--- src/crbm_pkg.sv ---
// Shared types and constants of the CSR row block mask generator.
package crbm_pkg;

	localparam int LANES_DEF  = 16;
	localparam int QDEPTH_DEF = 2;
	localparam int ROW_W      = 16;
	localparam int CNT_W      = 10;
	localparam int MASK_W     = 16;

	// One classified request as it travels from the front to the back
	typedef struct packed {
		logic             tile_end;
		logic [ROW_W-1:0] row;
		logic [CNT_W-1:0] cnt;
	} crbm_req_t;

	// Handshake between the request queue and the mark sequencer
	typedef struct packed {
		logic      valid;
		crbm_req_t data;
	} crbm_head_t;

endpackage

--- src/crbm_front.sv ---
// Front stage: accepts requests, saturates the nonzero count and classifies tile ends.
module crbm_front import crbm_pkg::*; #(
	parameter int LANES = LANES_DEF
) (
	input  logic             clk,
	input  logic             arst_n,
	input  logic [ROW_W-1:0] row_index,
	input  logic [CNT_W-1:0] nonzero_count,
	input  logic             tile_end,
	input  logic             req_valid,
	output logic             req_ready,
	output logic             push_valid,
	input  logic             push_ready,
	output crbm_req_t        push_data
);

	localparam int MAX_NNZ = 63 * LANES + 1;
	localparam int CNT_MAX = (1 << CNT_W) - 1;
	localparam int SAT     = (MAX_NNZ > CNT_MAX) ? CNT_MAX : MAX_NNZ;
	localparam logic [CNT_W-1:0] SAT_CNT = CNT_W'(SAT);

	logic      valid_s1;
	crbm_req_t req_s1;
	crbm_req_t req_c;

	// Classify: a tile end drops the row fields, a row has its count capped
	always_comb begin
		req_c.tile_end = tile_end;
		if (tile_end) begin
			req_c.row = '0;
			req_c.cnt = '0;
		end else begin
			req_c.row = row_index;
			req_c.cnt = (nonzero_count > SAT_CNT) ? SAT_CNT : nonzero_count;
		end
	end

	assign req_ready  = !valid_s1 || push_ready;
	assign push_valid = valid_s1;
	assign push_data  = req_s1;

	// Hold the classified request until the queue takes it
	always_ff @(posedge clk or negedge arst_n) begin
		if (!arst_n) begin
			valid_s1 <= 1'b0;
		end else if (req_valid && req_ready) begin
			valid_s1 <= 1'b1;
		end else if (push_ready) begin
			valid_s1 <= 1'b0;
		end
	end

	always_ff @(posedge clk) begin
		if (req_valid && req_ready) begin
			req_s1 <= req_c;
		end
	end

endmodule

--- src/crbm_queue.sv ---
// Short request queue that decouples the front stage from the mark sequencer.
module crbm_queue import crbm_pkg::*; #(
	parameter int DEPTH = QDEPTH_DEF
) (
	input  logic       clk,
	input  logic       arst_n,
	input  logic       push_valid,
	output logic       push_ready,
	input  crbm_req_t  push_data,
	output crbm_head_t head,
	input  logic       pop
);

	localparam int PTR_W = (DEPTH > 1) ? $clog2(DEPTH) : 1;
	localparam int FILL_W = $clog2(DEPTH + 1);
	localparam logic [PTR_W-1:0] LAST_PTR = PTR_W'(DEPTH - 1);

	crbm_req_t         entry_q [DEPTH];
	logic [PTR_W-1:0]  wr_ptr_q;
	logic [PTR_W-1:0]  rd_ptr_q;
	logic [FILL_W-1:0] fill_q;
	logic              do_push;
	logic              do_pop;

	assign push_ready = (fill_q != FILL_W'(DEPTH));
	assign head.valid = (fill_q != '0);
	assign head.data  = entry_q[rd_ptr_q];
	assign do_push    = push_valid && push_ready;
	assign do_pop     = pop && head.valid;

	// Advance pointers and fill level
	always_ff @(posedge clk or negedge arst_n) begin
		if (!arst_n) begin
			wr_ptr_q <= '0;
			rd_ptr_q <= '0;
			fill_q   <= '0;
		end else begin
			if (do_push) begin
				wr_ptr_q <= (wr_ptr_q == LAST_PTR) ? '0 : wr_ptr_q + 1'b1;
			end
			if (do_pop) begin
				rd_ptr_q <= (rd_ptr_q == LAST_PTR) ? '0 : rd_ptr_q + 1'b1;
			end
			if (do_push && !do_pop) begin
				fill_q <= fill_q + 1'b1;
			end else if (do_pop && !do_push) begin
				fill_q <= fill_q - 1'b1;
			end
		end
	end

	// Store the incoming request
	always_ff @(posedge clk) begin
		if (do_push) begin
			entry_q[wr_ptr_q] <= push_data;
		end
	end

endmodule

--- src/crbm_back.sv ---
// Mark sequencer: walks each request across product blocks, one mark per cycle while mark_ready does not stall it.
module crbm_back import crbm_pkg::*; #(
	parameter int LANES = LANES_DEF
) (
	input  logic              clk,
	input  logic              arst_n,
	input  crbm_head_t        head,
	output logic              pop,
	output logic              mark_valid,
	input  logic              mark_ready,
	output logic [ROW_W-1:0]  mark_row,
	output logic [MASK_W-1:0] lane_mask,
	output logic              row_complete,
	output logic              fetch_block,
	output logic              tile_done,
	output logic              last_result
);

	localparam int POS_W = $clog2(LANES + 1);
	localparam int SUM_W = ((CNT_W > POS_W) ? CNT_W : POS_W) + 1;
	localparam int EXT_W = (LANES > MASK_W) ? LANES : MASK_W;
	localparam logic [POS_W-1:0] POS_EMPTY = POS_W'(LANES);
	localparam logic [LANES-1:0] FULL = '1;

	logic              cur_valid_q;
	crbm_req_t         cur_q;
	logic [POS_W-1:0]  pos_q;

	logic              mark_valid_q;
	logic [ROW_W-1:0]  mark_row_q;
	logic [MASK_W-1:0] lane_mask_q;
	logic              row_complete_q;
	logic              fetch_block_q;
	logic              tile_done_q;
	logic              last_result_q;

	logic              fire;
	logic              fetch_c;
	logic [POS_W-1:0]  start_c;
	logic [SUM_W-1:0]  sum_c;
	logic              complete_c;
	logic [SUM_W-1:0]  stop_c;
	logic [LANES-1:0]  mask_c;
	logic [EXT_W-1:0]  mask_ext_c;
	logic [CNT_W-1:0]  rem_next_c;
	logic [POS_W-1:0]  pos_next_c;
	logic              last_c;

	// Work out the lanes of this block that the row covers
	always_comb begin
		fetch_c    = (pos_q >= POS_EMPTY);
		start_c    = fetch_c ? '0 : pos_q;
		sum_c      = SUM_W'(cur_q.cnt) + SUM_W'(start_c);
		complete_c = (sum_c <= SUM_W'(LANES));
		stop_c     = complete_c ? sum_c : SUM_W'(LANES);
		mask_c     = (FULL >> start_c) & ~(FULL >> stop_c);
		mask_ext_c = EXT_W'(mask_c);
		rem_next_c = cur_q.cnt - (CNT_W'(LANES) - CNT_W'(start_c));
		last_c     = cur_q.tile_end || complete_c;
		if (cur_q.tile_end) begin
			pos_next_c = POS_EMPTY;
		end else if (complete_c) begin
			pos_next_c = POS_W'(sum_c);
		end else begin
			pos_next_c = POS_EMPTY;
		end
	end

	assign fire = cur_valid_q && (!mark_valid_q || mark_ready);
	assign pop  = head.valid && (!cur_valid_q || (fire && last_c));

	// Load a request from the queue and step it through its blocks
	always_ff @(posedge clk or negedge arst_n) begin
		if (!arst_n) begin
			cur_valid_q  <= 1'b0;
			pos_q        <= POS_EMPTY;
			mark_valid_q <= 1'b0;
		end else begin
			if (pop) begin
				cur_valid_q <= 1'b1;
			end else if (fire && last_c) begin
				cur_valid_q <= 1'b0;
			end
			if (fire) begin
				pos_q <= pos_next_c;
			end
			if (fire) begin
				mark_valid_q <= 1'b1;
			end else if (mark_ready) begin
				mark_valid_q <= 1'b0;
			end
		end
	end

	// Hold the current request and the mark on offer
	always_ff @(posedge clk) begin
		if (pop) begin
			cur_q <= head.data;
		end else if (fire) begin
			cur_q.cnt <= rem_next_c;
		end
		if (fire) begin
			if (cur_q.tile_end) begin
				mark_row_q     <= '0;
				lane_mask_q    <= '0;
				row_complete_q <= 1'b0;
				fetch_block_q  <= 1'b0;
				tile_done_q    <= 1'b1;
			end else begin
				mark_row_q     <= cur_q.row;
				lane_mask_q    <= mask_ext_c[MASK_W-1:0];
				row_complete_q <= complete_c;
				fetch_block_q  <= fetch_c;
				tile_done_q    <= 1'b0;
			end
			last_result_q <= last_c;
		end
	end

	assign mark_valid   = mark_valid_q;
	assign mark_row     = mark_row_q;
	assign lane_mask    = lane_mask_q;
	assign row_complete = row_complete_q;
	assign fetch_block  = fetch_block_q;
	assign tile_done    = tile_done_q;
	assign last_result  = last_result_q;

endmodule

--- src/csr_row_block_mask_generator.sv ---
// CSR row block mask generator: top level joining front stage, queue and mark sequencer.
//
// Each request is one CSR row (row_index, nonzero_count) or a tile end. The
// block emits one mark per product block of LANES lanes that the row touches,
// one mark per clock cycle from the sequencer unless mark_ready holds it: a
// row that starts at lane p with n nonzeros gives 1 + ceil((n - (LANES -
// p)) / LANES) marks (at least one, a row with no nonzeros gives one empty
// mark), a tile end one mark. The sequencer is the rate limit; it picks up
// the next request in the same cycle that its last mark enters the output
// register. A request passes the input register, the request queue and the
// current request register first. The mark output is registered; requests
// are still accepted while a mark waits, until queue and input register fill.
module csr_row_block_mask_generator import crbm_pkg::*; #(
	parameter int LANES  = LANES_DEF,
	parameter int QDEPTH = QDEPTH_DEF
) (
	input  logic              clk,
	input  logic              arst_n,
	input  logic              req_valid,
	output logic              req_ready,
	input  logic [ROW_W-1:0]  row_index,
	input  logic [CNT_W-1:0]  nonzero_count,
	input  logic              tile_end,
	output logic              mark_valid,
	input  logic              mark_ready,
	output logic [ROW_W-1:0]  mark_row,
	output logic [MASK_W-1:0] lane_mask,
	output logic              row_complete,
	output logic              fetch_block,
	output logic              tile_done,
	output logic              last_result
);

	logic       push_valid;
	logic       push_ready;
	crbm_req_t  push_data;
	crbm_head_t head;
	logic       pop;

	// Accept and classify requests
	crbm_front #(
		.LANES(LANES)
	) u_front (
		.clk          (clk),
		.arst_n       (arst_n),
		.row_index    (row_index),
		.nonzero_count(nonzero_count),
		.tile_end     (tile_end),
		.req_valid    (req_valid),
		.req_ready    (req_ready),
		.push_valid   (push_valid),
		.push_ready   (push_ready),
		.push_data    (push_data)
	);

	// Buffer classified requests
	crbm_queue #(
		.DEPTH(QDEPTH)
	) u_queue (
		.clk       (clk),
		.arst_n    (arst_n),
		.push_valid(push_valid),
		.push_ready(push_ready),
		.push_data (push_data),
		.head      (head),
		.pop       (pop)
	);

	// Emit marks
	crbm_back #(
		.LANES(LANES)
	) u_back (
		.clk         (clk),
		.arst_n      (arst_n),
		.head        (head),
		.pop         (pop),
		.mark_valid  (mark_valid),
		.mark_ready  (mark_ready),
		.mark_row    (mark_row),
		.lane_mask   (lane_mask),
		.row_complete(row_complete),
		.fetch_block (fetch_block),
		.tile_done   (tile_done),
		.last_result (last_result)
	);

endmodule

--- config.mk ---
export PLATFORM = sky130hd
export DESIGN_NAME = csr_row_block_mask_generator
export DESIGN_NICKNAME = d
export VERILOG_FILES = /design/src/crbm_pkg.sv /design/src/crbm_front.sv /design/src/crbm_queue.sv /design/src/crbm_back.sv /design/src/csr_row_block_mask_generator.sv
export SDC_FILE = /design/constraint.sdc
export NUM_CORES = 1
export LEC_CHECK = 0
export BUFFER_PORTS_ARGS = -buffer_cell sky130_fd_sc_hd__buf_2
export CAP_MARGIN = 25
export CORE_MARGIN = 4
export CORE_UTILIZATION = 55
export DETAILED_ROUTE_END_ITERATION = 12
export PLACE_DENSITY_LB_ADDON = 0.15
export REMOVE_ABC_BUFFERS = 1
export SYNTH_ARGS = -nofsm -noshare
export SYNTH_HDL_FRONTEND = slang
export SYNTH_HIERARCHICAL = 1
export SYNTH_SLANG_ARGS = --single-unit
--- constraint.sdc ---
create_clock -name clk -period 5.1 [get_ports clk]
set_input_delay 0.51 -clock clk [delete_from_list [all_inputs] [get_ports clk]]
set_output_delay 0.51 -clock clk [all_outputs]
set_load 0.01 [all_outputs]
==> impl_results.md <==
- Status: complete, no violations
- First-pass DRT Iterations: 4
- TritonCTS Buffers: 17
- Nets: 587
- CP Launch Type: register
- Vias in the first global route: 3,854
- Clk pin slew, worst setup/hold paths: 60 ps
- #FFs+latches synth: 156
- All-Layer GR Usage: 17.3%
- Diodes inserted: 0
- Clock Sinks: 156
- I/O Buffers: 68
- Worst vdd rail ir drop: 338 µV
- Vias: 3,824
- Layout cell share with drive strength beyond 1: 26.3%
- DR vias/cell: 5.32
- Met1 Use GR: 20.4%
- Combinational Power Share: 28.2%
- Total leakage power: 3.09 nW
- Detailed Route Iter0 Violations: 309
- M2 GR Usage: 30.3%
- Psw: 1.38 mW
- PD cells: 586 mW/mm²
- CTS Root Buffer Type: clkbuf_16
- Synthesized cell area: 0.00693 mm²
- Die height: 120 µm
- Most used routing layer: met2
- Hold Path Class: in2reg
- Syn_area_per_cell: 15.1 µm²
- Number of max-cap violations: 0
- Pin count of the biggest net entering global routing: 38
- Slew Limit Fails: 0
- Synth Flop Type: edfxtp_1
- Post-detailed-route count of antenna-violating nets: 0
- Worst endpoint required time: 5440 ps
- Post-Synthesis Cells: 458
- Area leader, netlist: edfxtp_1
- Top cell type's share of synthesized area: 62.4%
- Slowest cell on the critical path: dfstp_2
- Initial antenna violation count: 0
- Crit path time final: 3720 ps
- Final setup TNS: 0 ps
- Setup Skew: 14.8 ps
- Largest stage delay on the critical path: 560 ps
- CP Cell Sequence: nand2b_1 -> inv_1 -> ha_1 -> a21oi_1 -> o22ai_1 -> or4_4 -> a22oi_4 -> o311a_4 -> nand2_1 -> ha_1 -> nor2_1 -> xor2_1
- Worst-Skew Late Latency: 410 ps
- GRT overflow: 0
- Sequential share of power: 45.3%
- CTS tree: yes
- Critical path endpoint category: register
- CP max FO: 29
- Area grow syn2layout: 15.6%
- Fillers: 879
- Synth warn: 6
- Initial Util: 57.0%
- Switching share of power: 29.4%
- H-tree levels: 4
- Core area: 0.0122 mm²
- Async set or reset register ratio after synthesis: 7.69%
- Worst Path Arrival: 4050 ps
- CP Class: reg2reg
- Number of distinct library cells after synthesis: 62
- Dpl hpwl: 7920 µm
- Total routed wirelength: 11,800 µm
- # rows: 40
- Most common cell in the synthesized netlist: edfxtp_1
- Final period util: 72.9%
- # placed instances: 686
- Least-Margin Pin Slew: 672 ps
- Setup-failing EPs final: 0
- F_max: 269 MHz
- Placer congestion estimate: 0.856
- First-pass GRT wire length: 19,100 µm
- Sequential share of the synthesized area: 66.7%
- Cell Int Power: 3.32 mW
- Clk buf depth: 2
- Die X: 120 µm
- Part of the power in the clock network: 26.5%
- I/O pin count: 69
- Hold Violations, Final: 0
- Post-CTS Resized: 0
- Synth cell count leaders: 144 x edfxtp_1, 39 x nor2b_1, 23 x inv_1
- Final non-filler cell total: 719
- Number of synthesized flops with an enable pin: 144
- Main area contributors after synthesis: edfxtp_1 62%, mux2_4 4.1%, dfrtp_1 4.0%, nor2b_1 3.5%, ha_1 2.9%
- Unrepaired setup endpoints after global routing: false
- Most frequent CP cell: ha_1
- DR DRC count: 0
- GR Layer Usage met3: 4.35%
- Slew HR: 54.0%
- Routed len/inst: 16.4 µm
- R2R Setup Slk: 1380 ps
- Die area: 0.0145 mm²
==> power by group through the flow <==
stage / Combinational, mW / Clock [mW] / Sequential (mW)
4_1_cts: 1.34 / 1.27 / 2.13
3_5_place_dp: 1.33 / 0 / 2.16
5_1_grt: 1.46 / 1.34 / 2.17
6_report: 1.33 / 1.24 / 2.13
2_1_floorplan: 0.864 / 0 / 2.21
3_3_place_gp: 1.30 / 0 / 2.14
==> metal layers <==
metal | share of wire (%) | up-vias
met5 | 0 | -
met1 | 42 | 1865
li1 | - | 1850
met2 | 52 | 93
met3 | 4.1 | 16
met4 | 1.7 | 0
==> registers in the layout, summed over array words and instances (netlist names) <==
| signal | flops |
|---|---|
| u_queue/entry_q | 54 |
| u_back/cur_q | 27 |
| u_front/push_data | 27 |
| u_back/lane_mask | 16 |
| u_back/mark_row | 16 |
| u_back/pos_q | 5 |
| u_queue/fill_q | 2 |
| u_back/cur_valid_q | 1 |
| u_back/fetch_block | 1 |
| u_back/last_result | 1 |
| u_back/mark_valid | 1 |
| u_back/row_complete | 1 |
| u_back/tile_done | 1 |
| u_front/push_valid | 1 |
| u_queue/rd_ptr_q | 1 |
| u_queue/wr_ptr_q | 1 |
==> worst max-delay path: cells and delay by family, from the launching register on <==
kind | cells | cell delay (ps)
compound gates | 4 | 1070
xor+xnor | 1 | 150
fa+ha+maj | 2 | 710
buf+inv | 1 | 150
flops | 1 | 560
simple gates | 4 | 990
==> logic make-up after synthesis <==
| kind of cell | share of synthesized area, % |
|---|---|
| xor+xnor | 2.02 |
| other cells | 0.108 |
| compound gates | 7.08 |
| buf+inv | 2.96 |
| mux | 7.33 |
| simple gates | 10.3 |
| fa+ha+maj | 3.47 |
| flops | 66.7 |
==> timing repair <==
action,CTS,global route
buffers inserted,0,0
hold endpoints to repair,11,0
hold buffers,1,0
==> path summary, 6_finish.rpt <==
kind,start,to,cells past startpoint
worst max-delay path,u_back/pos_q[4],u_queue/fill_q[1],12
worst min-delay path,req_valid,u_front/push_valid,2
worst max register to register,u_back/pos_q[4],u_queue/fill_q[1],12
worst min register to register,u_front/push_data[21],u_queue/entry_q[1][21],0
max in group asynchronous,arst_n,u_back/pos_q[4],2
min in group asynchronous,arst_n,u_back/mark_valid,2
==> final cells by class <==
| class | count | area, µm² | area share [%] |
|---|---|---|---|
| clock buffers | 21 | 450 | 5.62 |
| well taps | 168 | 210 | 2.62 |
| flip-flops and latches | 156 | 4630 | 57.7 |
| multi-input cells | 265 | 2100 | 26.2 |
| inverters | 23 | 86.3 | 1.08 |
| repair buffers | 75 | 395 | 4.93 |
| clock inverters | 11 | 144 | 1.80 |
==> cell usage in the layout, fill, tap and decap left out, types with 4 or more instances in the layout <==
cell type / netlist / routed
xnor2_1: 10 / 10
nand3_1: 5 / 5
clkinv_2: 0 / 4
mux2_2: 8 / 8
buf_2: 3 / 68
ha_1: 16 / 16
nand2b_1: 10 / 10
edfxtp_1: 144 / 144
nor2b_1: 39 / 39
xor2_1: 6 / 6
clkbuf_16: 0 / 17
a21oi_1: 16 / 16
mux2_1: 10 / 10
dfrtp_1: 11 / 11
nor3_1: 7 / 7
buf_4: 0 / 6
nand2_1: 18 / 18
nor2_1: 21 / 20
and2_1: 4 / 4
mux2_4: 19 / 19
inv_1: 23 / 23
o21a_1: 4 / 4
==> through the flow <==
stage	setup slack, ps	power [mW]	hold slack, ps	instance area, µm²	util [%]
2_1_floorplan	1830	3.08	214	6810	-
3_3_place_gp	1520	3.44	402	7410	60.9
3_5_place_dp	1400	3.49	413	7410	60.9
4_1_cts	1370	4.75	284	8010	65.9
5_1_grt	1130	4.97	294	8010	65.9
6_report	1380	4.70	298	8010	65.9
(Power assumes the default switching activity.)
